<file path="config.mk">
export PLATFORM = sky130hd
export DESIGN_NAME = rational_arithmetic_unit
export DESIGN_NICKNAME = d
export VERILOG_FILES = /design/src/hw/rtl/rau_pkg.sv /design/src/hw/rtl/rau_front.sv /design/src/hw/rtl/rau_divider.sv /design/src/hw/rtl/rau_back.sv /design/src/hw/rtl/rational_arithmetic_unit.sv
export SDC_FILE = /design/constraint.sdc
export NUM_CORES = 2
export LEC_CHECK = 0
export BUFFER_PORTS_ARGS = -buffer_cell sky130_fd_sc_hd__buf_2
export CAP_MARGIN = 20
export CORE_MARGIN = 2
export CORE_UTILIZATION = 45
export DETAILED_ROUTE_END_ITERATION = 12
export PLACE_DENSITY_LB_ADDON = 0.05
export SETUP_SLACK_MARGIN = 0.2
export SYNTH_ARGS = -nofsm -noshare
export SYNTH_HDL_FRONTEND = slang
export SYNTH_HIERARCHICAL = 1
export SYNTH_SLANG_ARGS = --single-unit
</file>
<file path="constraint.sdc">
create_clock -name clock -period 16.5 [get_ports clock]
set_clock_uncertainty 0.1 [all_clocks]
set_input_delay 0.825 -clock clock [delete_from_list [all_inputs] [get_ports clock]]
set_output_delay 0.825 -clock clock [all_outputs]
set_load 0.01 [all_outputs]
</file>
<file path="src/hw/rtl/rau_pkg.sv">
`timescale 1ns / 1ps
package rau_pkg;

   localparam int FUNC_BITS = 4;
   localparam int EXP_BITS  = 6;

   typedef enum logic [3:0] {
      FN_NORM  = 4'd0,
      FN_ADD   = 4'd1,
      FN_SUB   = 4'd2,
      FN_MUL   = 4'd3,
      FN_DIV   = 4'd4,
      FN_POW   = 4'd5,
      FN_SCALE = 4'd6,
      FN_DIVI  = 4'd7,
      FN_EQ    = 4'd8
   } func_type;

   // back end states
   typedef enum logic [3:0] {
      ST_IDLE,
      ST_MUL,
      ST_POW,
      ST_GCD,
      ST_DIVSTEP,
      ST_LCM_MUL,
      ST_ADD_MUL,
      ST_DONE
   } state_type;

endpackage

</file>
<file path="src/hw/rtl/rau_front.sv">
`timescale 1ns / 1ps
// Accepts request words, decodes opcode, holds a two-entry queue to the back end.
module rau_front
   import rau_pkg::*;
#(
   parameter int WORD_BITS = 32
) (
   input  logic                  clock,
   input  logic                  reset,
   input  logic                  req_valid,
   output logic                  req_ready,
   input  logic [FUNC_BITS-1:0]  req_func,
   input  logic [WORD_BITS-1:0]  req_a_num,
   input  logic [WORD_BITS-1:0]  req_a_den,
   input  logic [WORD_BITS-1:0]  req_b_num,
   input  logic [WORD_BITS-1:0]  req_b_den,
   input  logic [EXP_BITS-1:0]   req_exponent,
   input  logic [WORD_BITS-1:0]  req_factor,
   output logic                  q_valid,
   input  logic                  q_pop,
   output logic                  q_known,
   output logic [FUNC_BITS-1:0]  q_func,
   output logic [WORD_BITS-1:0]  q_a_num,
   output logic [WORD_BITS-1:0]  q_a_den,
   output logic [WORD_BITS-1:0]  q_b_num,
   output logic [WORD_BITS-1:0]  q_b_den,
   output logic [EXP_BITS-1:0]   q_exponent,
   output logic [WORD_BITS-1:0]  q_factor
);

   localparam int EW = FUNC_BITS + 1 + EXP_BITS + 5 * WORD_BITS;

   logic [EW-1:0] mem_ff [2];
   logic          wp_ff, wp_in, rp_ff, rp_in;
   logic [1:0]    cnt_ff, cnt_in;
   logic          push, known;
   logic [EW-1:0] entry;

   assign known = (req_func <= FN_EQ);
   assign req_ready = (cnt_ff != 2'd2);
   assign push = req_valid && req_ready;
   assign entry = {known, req_func, req_exponent, req_a_num, req_a_den,
                   req_b_num, req_b_den, req_factor};
   assign q_valid = (cnt_ff != 2'd0);
   assign {q_known, q_func, q_exponent, q_a_num, q_a_den, q_b_num, q_b_den,
           q_factor} = mem_ff[rp_ff];

   always_comb begin
      wp_in  = wp_ff ^ push;
      rp_in  = rp_ff ^ q_pop;
      cnt_in = cnt_ff + {1'b0, push} - {1'b0, q_pop};
   end

   always_ff @(posedge clock) begin
      if (reset) begin
         wp_ff  <= 1'b0;
         rp_ff  <= 1'b0;
         cnt_ff <= 2'd0;
      end else begin
         wp_ff  <= wp_in;
         rp_ff  <= rp_in;
         cnt_ff <= cnt_in;
      end
      if (push) mem_ff[wp_ff] <= entry;
   end

   a_no_over: assert property (@(posedge clock) disable iff (reset)
      cnt_ff == 2'd2 |-> !push) else $error("queue overflow");
   a_no_under: assert property (@(posedge clock) disable iff (reset)
      q_pop |-> cnt_ff != 2'd0) else $error("queue underflow");
   a_count: assert property (@(posedge clock) disable iff (reset)
      cnt_ff != 2'd3) else $error("bad queue count");

endmodule

</file>
<file path="src/hw/rtl/rau_divider.sv">
`timescale 1ns / 1ps
// Restoring signed divider, one quotient bit per cycle, truncating.
module rau_divider
   import rau_pkg::*;
#(
   parameter int WORD_BITS = 32
) (
   input  logic                 clock,
   input  logic                 reset,
   input  logic                 start,
   input  logic [WORD_BITS-1:0] dividend,
   input  logic [WORD_BITS-1:0] divisor,
   output logic                 done,
   output logic [WORD_BITS-1:0] quot,
   output logic [WORD_BITS-1:0] rem
);

   localparam int CW = $clog2(WORD_BITS + 1);

   logic [WORD_BITS-1:0] q_ff, q_in, d_ff, d_in;
   logic [WORD_BITS:0]   r_ff, r_in, trial;
   logic [CW-1:0]        cnt_ff, cnt_in;
   logic                 busy_ff, busy_in, qneg_ff, qneg_in, rneg_ff, rneg_in;
   logic                 done_ff, done_in;
   logic [WORD_BITS-1:0] ma, mb;

   assign ma = dividend[WORD_BITS-1] ? (~dividend + 1'b1) : dividend;
   assign mb = divisor[WORD_BITS-1] ? (~divisor + 1'b1) : divisor;
   assign trial = {r_ff[WORD_BITS-1:0], q_ff[WORD_BITS-1]} - {1'b0, d_ff};

   always_comb begin
      q_in = q_ff; d_in = d_ff; r_in = r_ff; cnt_in = cnt_ff;
      busy_in = busy_ff; qneg_in = qneg_ff; rneg_in = rneg_ff; done_in = 1'b0;
      if (start) begin
         q_in = ma; d_in = mb; r_in = '0;
         cnt_in = CW'(WORD_BITS); busy_in = 1'b1;
         qneg_in = dividend[WORD_BITS-1] ^ divisor[WORD_BITS-1];
         rneg_in = dividend[WORD_BITS-1];
      end else if (busy_ff) begin
         if (!trial[WORD_BITS]) begin
            r_in = trial;
            q_in = {q_ff[WORD_BITS-2:0], 1'b1};
         end else begin
            r_in = {r_ff[WORD_BITS-1:0], q_ff[WORD_BITS-1]};
            q_in = {q_ff[WORD_BITS-2:0], 1'b0};
         end
         cnt_in = cnt_ff - 1'b1;
         if (cnt_ff == CW'(1)) begin
            busy_in = 1'b0;
            done_in = 1'b1;
         end
      end
   end

   always_ff @(posedge clock) begin
      if (reset) begin
         busy_ff <= 1'b0;
         done_ff <= 1'b0;
      end else begin
         busy_ff <= busy_in;
         done_ff <= done_in;
      end
      q_ff <= q_in; d_ff <= d_in; r_ff <= r_in; cnt_ff <= cnt_in;
      qneg_ff <= qneg_in; rneg_ff <= rneg_in;
   end

   assign done = done_ff;
   assign quot = qneg_ff ? (~q_ff + 1'b1) : q_ff;
   assign rem  = rneg_ff ? (~r_ff[WORD_BITS-1:0] + 1'b1) : r_ff[WORD_BITS-1:0];

   a_done_pulse: assert property (@(posedge clock) disable iff (reset)
      done_ff |-> !busy_ff) else $error("done while busy");
   a_no_restart: assert property (@(posedge clock) disable iff (reset)
      busy_ff |-> !start) else $error("divider restarted while busy");
   a_cnt: assert property (@(posedge clock) disable iff (reset)
      busy_ff |-> cnt_ff != '0) else $error("bad divide count");

endmodule

</file>
<file path="src/hw/rtl/rau_back.sv">
`timescale 1ns / 1ps
// Sequencer: gcd loop, lcm, quotients and powers on one multiplier and one divider.
module rau_back
   import rau_pkg::*;
#(
   parameter int WORD_BITS    = 32,
   parameter int MAX_EXPONENT = 31
) (
   input  logic                  clock,
   input  logic                  reset,
   input  logic                  q_valid,
   output logic                  q_pop,
   input  logic                  q_known,
   input  logic [FUNC_BITS-1:0]  q_func,
   input  logic [WORD_BITS-1:0]  q_a_num,
   input  logic [WORD_BITS-1:0]  q_a_den,
   input  logic [WORD_BITS-1:0]  q_b_num,
   input  logic [WORD_BITS-1:0]  q_b_den,
   input  logic [EXP_BITS-1:0]   q_exponent,
   input  logic [WORD_BITS-1:0]  q_factor,
   output logic                  rsp_valid,
   input  logic                  rsp_ready,
   output logic [WORD_BITS-1:0]  rsp_res_num,
   output logic [WORD_BITS-1:0]  rsp_res_den,
   output logic                  rsp_is_equal,
   output logic                  rsp_div_error
);

   localparam int XB = (MAX_EXPONENT > 31) ? $clog2(MAX_EXPONENT + 1) : EXP_BITS;

   // divide purposes
   typedef enum logic [2:0] {
      DV_GCD, DV_NORM_N, DV_NORM_D, DV_LCM, DV_ADD_A, DV_ADD_B
   } dv_type;

   state_type            st_ff, st_in;
   dv_type               dv_ff, dv_in;
   func_type             fn_ff, fn_in;
   logic [WORD_BITS-1:0] an_ff, an_in, ad_ff, ad_in, bn_ff, bn_in, bd_ff, bd_in;
   logic [WORD_BITS-1:0] x_ff, x_in, y_ff, y_in, g_ff, g_in, l_ff, l_in;
   logic [WORD_BITS-1:0] rn_ff, rn_in, rd_ff, rd_in, t_ff, t_in;
   logic [XB-1:0]        m_ff, m_in;
   logic                 err_ff, err_in, eq_ff, eq_in, half_ff, half_in;
   logic                 ov_ff, ov_in;
   logic [WORD_BITS-1:0] on_ff, on_in, od_ff, od_in;
   logic                 oeq_ff, oeq_in, oerr_ff, oerr_in;
   logic                 dv_start;
   logic [WORD_BITS-1:0] dv_x, dv_y, dv_q, dv_r;
   logic                 dv_done;
   logic [WORD_BITS-1:0] mul_a, mul_b, prod;
   logic [EXP_BITS-1:0]  emag;

   rau_divider #(.WORD_BITS(WORD_BITS)) u_div (
      .clock, .reset, .start(dv_start), .dividend(dv_x), .divisor(dv_y),
      .done(dv_done), .quot(dv_q), .rem(dv_r)
   );

   assign prod = mul_a * mul_b;
   assign emag = q_exponent[EXP_BITS-1] ? (~q_exponent + 1'b1) : q_exponent;

   always_comb begin
      st_in = st_ff; dv_in = dv_ff; fn_in = fn_ff;
      an_in = an_ff; ad_in = ad_ff; bn_in = bn_ff; bd_in = bd_ff;
      x_in = x_ff; y_in = y_ff; g_in = g_ff; l_in = l_ff;
      rn_in = rn_ff; rd_in = rd_ff; t_in = t_ff; m_in = m_ff;
      err_in = err_ff; eq_in = eq_ff; half_in = half_ff;
      ov_in = ov_ff; on_in = on_ff; od_in = od_ff; oeq_in = oeq_ff; oerr_in = oerr_ff;
      q_pop = 1'b0; dv_start = 1'b0; dv_x = x_ff; dv_y = y_ff;
      mul_a = rn_ff; mul_b = an_ff;
      if (ov_ff && rsp_ready) ov_in = 1'b0;
      unique case (st_ff)
         ST_IDLE: begin
            if (q_valid) begin
               q_pop = 1'b1;
               fn_in = func_type'(q_func);
               an_in = q_a_num; ad_in = q_a_den;
               bn_in = (func_type'(q_func) == FN_SUB) ? (~q_b_num + 1'b1) : q_b_num;
               bd_in = q_b_den;
               rn_in = '0; rd_in = '0; err_in = 1'b0; eq_in = 1'b0; half_in = 1'b0;
               st_in = ST_DONE;
               if (q_known) begin
                  unique case (func_type'(q_func))
                     FN_NORM: begin
                        x_in = q_a_num; y_in = q_a_den; dv_in = DV_GCD; st_in = ST_GCD;
                     end
                     FN_ADD, FN_SUB: begin
                        x_in = q_a_den; y_in = q_b_den; dv_in = DV_GCD; st_in = ST_GCD;
                     end
                     FN_MUL, FN_DIV, FN_SCALE, FN_DIVI: st_in = ST_MUL;
                     FN_POW: begin
                        if (q_exponent[EXP_BITS-1]) begin
                           an_in = q_a_den; ad_in = q_a_num;
                        end
                        if (emag == '0) begin
                           rn_in = WORD_BITS'(1); rd_in = WORD_BITS'(1); st_in = ST_DONE;
                        end else begin
                           rn_in = q_exponent[EXP_BITS-1] ? q_a_den : q_a_num;
                           rd_in = q_exponent[EXP_BITS-1] ? q_a_num : q_a_den;
                           m_in = (XB'(emag) > XB'(MAX_EXPONENT)) ? XB'(MAX_EXPONENT)
                                                                   : XB'(emag);
                           st_in = ST_POW;
                        end
                     end
                     FN_EQ: eq_in = (q_a_num == q_b_num) && (q_a_den == q_b_den);
                     default: st_in = ST_DONE;
                  endcase
               end
            end
         end
         ST_MUL: begin
            // two products, numerator then denominator; t_ff holds the saved factor
            unique case (fn_ff)
               FN_MUL: begin
                  mul_a = half_ff ? ad_ff : an_ff; mul_b = half_ff ? bd_ff : bn_ff;
               end
               FN_DIV: begin
                  mul_a = half_ff ? ad_ff : an_ff; mul_b = half_ff ? bn_ff : bd_ff;
               end
               FN_SCALE: begin
                  mul_a = half_ff ? ad_ff : an_ff; mul_b = half_ff ? WORD_BITS'(1) : t_ff;
               end
               default: begin
                  mul_a = half_ff ? ad_ff : an_ff; mul_b = half_ff ? t_ff : WORD_BITS'(1);
               end
            endcase
            if (!half_ff) begin
               rn_in = prod; half_in = 1'b1;
            end else begin
               rd_in = prod; st_in = ST_DONE;
            end
         end
         ST_POW: begin
            if (m_ff == XB'(1)) st_in = ST_DONE;
            else begin
               if (!half_ff) begin
                  mul_a = rn_ff; mul_b = an_ff; rn_in = prod; half_in = 1'b1;
               end else begin
                  mul_a = rd_ff; mul_b = ad_ff; rd_in = prod; half_in = 1'b0;
                  m_in = m_ff - 1'b1;
               end
            end
         end
         ST_GCD: begin
            if (y_ff == '0) begin
               g_in = x_ff;
               if (x_ff == '0) begin
                  err_in = 1'b1; st_in = ST_DONE;
               end else if (fn_ff == FN_NORM) begin
                  dv_x = an_ff; dv_y = x_ff; dv_start = 1'b1; dv_in = DV_NORM_N;
                  st_in = ST_DIVSTEP;
               end else begin
                  st_in = ST_LCM_MUL;
               end
            end else begin
               dv_start = 1'b1; st_in = ST_DIVSTEP; dv_in = DV_GCD;
            end
         end
         ST_LCM_MUL: begin
            mul_a = ad_ff; mul_b = bd_ff;
            dv_x = prod; dv_y = g_ff; dv_start = 1'b1; dv_in = DV_LCM;
            st_in = ST_DIVSTEP;
         end
         ST_DIVSTEP: begin
            if (dv_done) begin
               unique case (dv_ff)
                  DV_GCD: begin
                     x_in = y_ff; y_in = dv_r; st_in = ST_GCD;
                  end
                  DV_NORM_N: begin
                     rn_in = dv_q; dv_x = ad_ff; dv_y = g_ff; dv_start = 1'b1;
                     dv_in = DV_NORM_D;
                  end
                  DV_NORM_D: begin
                     rd_in = dv_q; st_in = ST_DONE;
                  end
                  DV_LCM: begin
                     l_in = dv_q; rd_in = dv_q;
                     if (ad_ff == '0 || bd_ff == '0) begin
                        err_in = 1'b1; st_in = ST_DONE;
                     end else begin
                        dv_x = dv_q; dv_y = ad_ff; dv_start = 1'b1; dv_in = DV_ADD_A;
                     end
                  end
                  DV_ADD_A: begin
                     t_in = dv_q; dv_x = l_ff; dv_y = bd_ff; dv_start = 1'b1;
                     dv_in = DV_ADD_B;
                  end
                  default: begin
                     y_in = dv_q; half_in = 1'b0; st_in = ST_ADD_MUL;
                  end
               endcase
            end
         end
         ST_ADD_MUL: begin
            if (!half_ff) begin
               mul_a = an_ff; mul_b = t_ff; rn_in = prod; half_in = 1'b1;
            end else begin
               mul_a = bn_ff; mul_b = y_ff; rn_in = rn_ff + prod; st_in = ST_DONE;
            end
         end
         default: begin
            // ST_DONE: hand to the output register when free
            if (!ov_ff || rsp_ready) begin
               ov_in = 1'b1;
               on_in = err_ff ? '0 : rn_ff;
               od_in = err_ff ? '0 : rd_ff;
               oeq_in = eq_ff; oerr_in = err_ff;
               half_in = 1'b0;
               st_in = ST_IDLE;
            end
         end
      endcase
   end

   always_ff @(posedge clock) begin
      if (reset) begin
         st_ff <= ST_IDLE;
         ov_ff <= 1'b0;
      end else begin
         st_ff <= st_in;
         ov_ff <= ov_in;
      end
      dv_ff <= dv_in; fn_ff <= fn_in;
      an_ff <= an_in; ad_ff <= ad_in; bn_ff <= bn_in; bd_ff <= bd_in;
      x_ff <= x_in; y_ff <= y_in; g_ff <= g_in; l_ff <= l_in;
      rn_ff <= rn_in; rd_ff <= rd_in; m_ff <= m_in;
      t_ff <= (st_ff == ST_IDLE && q_valid) ? q_factor : t_in;
      err_ff <= err_in; eq_ff <= eq_in; half_ff <= half_in;
      on_ff <= on_in; od_ff <= od_in; oeq_ff <= oeq_in; oerr_ff <= oerr_in;
   end

   assign rsp_valid     = ov_ff;
   assign rsp_res_num   = on_ff;
   assign rsp_res_den   = od_ff;
   assign rsp_is_equal  = oeq_ff;
   assign rsp_div_error = oerr_ff;

   a_err_zero: assert property (@(posedge clock) disable iff (reset)
      ov_ff && oerr_ff |-> on_ff == '0 && od_ff == '0) else $error("error result not zero");
   a_pop_idle: assert property (@(posedge clock) disable iff (reset)
      q_pop |-> st_ff == ST_IDLE) else $error("pop while busy");
   a_eq_excl: assert property (@(posedge clock) disable iff (reset)
      ov_ff && oeq_ff |-> !oerr_ff) else $error("equal and error both set");

endmodule

</file>
<file path="src/hw/rtl/rational_arithmetic_unit.sv">
`timescale 1ns / 1ps
// Mul/div/scale/divide-by-int take two products; equal and unused opcodes go straight
//   to the done state; power takes one product pair per exponent step past the first;
//   normalize/add/sub take one divider pass per gcd step and two or three more passes.
// Throughput: one word at a time in the back end; the front queue holds two.
// The shared divider and the gcd remainder loop set the rate.
// Reset: synchronous, active high; clears queue, sequencer and output valid.
module rational_arithmetic_unit
   import rau_pkg::*;
#(
   parameter int WORD_BITS    = 32,
   parameter int MAX_EXPONENT = 31
) (
   input  logic                  clock,
   input  logic                  reset,
   input  logic                  req_valid,
   output logic                  req_ready,
   input  logic [FUNC_BITS-1:0]  req_func,
   input  logic [WORD_BITS-1:0]  req_a_num,
   input  logic [WORD_BITS-1:0]  req_a_den,
   input  logic [WORD_BITS-1:0]  req_b_num,
   input  logic [WORD_BITS-1:0]  req_b_den,
   input  logic [EXP_BITS-1:0]   req_exponent,
   input  logic [WORD_BITS-1:0]  req_factor,
   output logic                  rsp_valid,
   input  logic                  rsp_ready,
   output logic [WORD_BITS-1:0]  rsp_res_num,
   output logic [WORD_BITS-1:0]  rsp_res_den,
   output logic                  rsp_is_equal,
   output logic                  rsp_div_error
);

   logic                 q_valid, q_pop, q_known;
   logic [FUNC_BITS-1:0] q_func;
   logic [WORD_BITS-1:0] q_a_num, q_a_den, q_b_num, q_b_den, q_factor;
   logic [EXP_BITS-1:0]  q_exponent;

   // front: accept and classify words
   rau_front #(.WORD_BITS(WORD_BITS)) u_front (
      .clock, .reset, .req_valid, .req_ready, .req_func, .req_a_num, .req_a_den,
      .req_b_num, .req_b_den, .req_exponent, .req_factor,
      .q_valid, .q_pop, .q_known, .q_func, .q_a_num, .q_a_den, .q_b_num,
      .q_b_den, .q_exponent, .q_factor
   );

   // back: execute one word at a time
   rau_back #(.WORD_BITS(WORD_BITS), .MAX_EXPONENT(MAX_EXPONENT)) u_back (
      .clock, .reset, .q_valid, .q_pop, .q_known, .q_func, .q_a_num, .q_a_den,
      .q_b_num, .q_b_den, .q_exponent, .q_factor,
      .rsp_valid, .rsp_ready, .rsp_res_num, .rsp_res_den, .rsp_is_equal,
      .rsp_div_error
   );

endmodule
</file>
==> metrics.txt <==
Worst Hold Slack 0.130 ns; number of global-route vias before repair 50791; Worst setup SP type flop; wire length per cell 35.9 um; minimum clock period 13.81 ns; commonest non-fill, non-tap cell in the layout edfxtp_1; I/O pins between 200 and 250; area of the core roughly 140000 um^2; Setup violations, final 0; Max stage delay on crit path 0.93 ns; GPL Wtd Cong 1.05; net count after synthesis 6914; # DRC 0; Clk Latency, worst-skew pair 0.78 ns; Final Cycle Share 0.837; Top reg by flops u_front/mem_ff; Seq/Total Area, Yosys 0.405; unrepaired setup endpoints after global routing false; post-CTS sizing 0; DRT iter0 DRCs 8658; Initial Utilization 0.453; Area Overhead vs Synth 11.3%; Yosys cell types ~100; die span in x 384 um; Worst setup EP type flop; All-Layer GR Usage 0.399; TritonCTS clock tree done; placed cells 8099; die area 147000 um^2; Least-Margin Pin Slew between 1 and 1.5 ns; NumNets Final 7087; slowest CP cell o21ai_0; max reg flops 342; first-pass GRT wire length ~410000 um; clk slew on worst S/H paths 0.07 ns; number of antenna violations at the first check in global routing 23; setup TNS 0 ns; Setup CP Type flop to flop; Clock Sinks 890; layout cells sized above 1 0.148; final-report max-slew violation count 0; top_reg_cell synth edfxtp_1; CP most frequent cell fa_1; Inserted Clock Buffers 103; Via density between 6 and 7; CTS HTree Levels 3; GRT overflow 0; most frequent cells in the layout edfxtp_1, nand2_1, inv_1, nor2_1, fa_1; largest net degree at the start of global routing 98; CP Max Fanout 39; row cnt 139; status finished, final reports clean; synthesized flop and latch total roughly 900; maximum clock path buffer count 3; Synth Instances 6132; root buffer cell clkbuf_16; DP HPWL approximately 230000 um; Max transition margin 0.103; maximum clock frequency 72.4 MHz; Vias ~53000; post-route ant nets 0; CTS Hold Bufs 0; Initial DRT Pass Iterations 13; max cap viols 0; WP data required approximately 17 ns; Buffers on Ports 241; Final Non-Filler Cells 8296; final hold vios 0; Mean Syn Cell Area 10.6 um^2; HP Class input port to flop; Util after Layout 0.504; mapped cell area 64900 um^2; Post-CTS Setup Bufs 0; crit path DAT 14.18 ns; YS warnings 6; die height 384 um; fraction of registers with async set/reset 0; EDFF count, synth 842; final wirelength approximately 300000 um
-- worst max-delay path: cells and delay by family (launching register included) --
kind	cells	cell delay, ns
buf+inv	8	1.35
fa+ha+maj	10	4.22
flops	1	0.30
simple gates	9	3.05
xor+xnor	3	0.52
compound gates	11	3.89
-- kinds of logic after synthesis --
kind of cell               Yosys count  synth area share
xor gates and xnor gates           327            0.0466
and+or+nand+nor                   1746             0.122
adders and majority gates          609             0.165
DFF                                890             0.405
AOI/OAI and AO/OA                 1224             0.133
muxes                              404            0.0721
buffers and inverters              932            0.0567
-- layout make-up --
class	instances	area, um^2
multi-input cells	4310	35300
inverters	579	2170
well taps	1903	2380
repair buffers	421	2590
fillers	13174	71100
clock inverters	63	746
flip-flops and latches	890	26300
clock buffers	129	2760
diodes	1	2.50
-- through the flow --
stage	worst slack, ns	cell area, um^2
final	2.69	72200
after global routing	2.45	72200
after CTS	3.05	72200
after detailed placement	3.14	68700
after global placement	2.87	68600
after floorplan	5.21	64900
-- cells in the mapped netlist, drive strengths merged, types with 35 or more instances --
cell type,count,area [um^2]
nor3,67,335
nor2,478,1800
mux2,267,3310
a22oi,110,831
ha,198,2480
xor2,81,709
edfxtp,842,25300
a21o,45,338
nand3,43,215
a221o,56,561
dfxtp,48,961
o31ai,50,375
and3,38,238
buf,91,523
inv,578,2170
nor4,52,340
o211ai,60,455
nand2b,49,314
a221oi,77,674
a21oi,207,1040
nor2b,95,594
a31oi,80,500
clkbuf,262,983
xnor2,235,2070
o21ai,235,1180
nand2,751,2820
mux2i,137,1370
a222oi,49,490
nand4,35,219
fa,410,8210
-- routing by layer --
| metal | up-vias | routed length, um | global-route usage |
|---|---|---|---|
| met5 | - | 72 | 0 |
| met4 | 10 | 22200 | 0.240 |
| met3 | 817 | 36200 | 0.119 |
| met2 | 3601 | 122000 | 0.563 |
| met1 | 26823 | 118000 | 0.540 |
| li1 | 22222 | - | - |
-- worst paths after layout --
kind	slack (ns)	cells past startpoint	startpoint	end
max	2.69	41	u_back/st_ff[1]$_SDFFE_PP0P_	u_back/rn_ff[31]$_DFFE_PP_
max reg2reg	2.69	41	u_back/st_ff[1]$_SDFFE_PP0P_	u_back/rn_ff[31]$_DFFE_PP_
min	0.13	1	req_b_den[11]	u_front/mem_ff[0][43]$_DFFE_PP_
min reg2reg	0.40	2	u_back/u_div/cnt_ff[5]$_SDFFE_PP1P_	u_back/u_div/cnt_ff[5]$_SDFFE_PP1P_
Power is not shown: default switching activity piles up to over one toggle a cycle in this logic, so the estimate is an artifact.
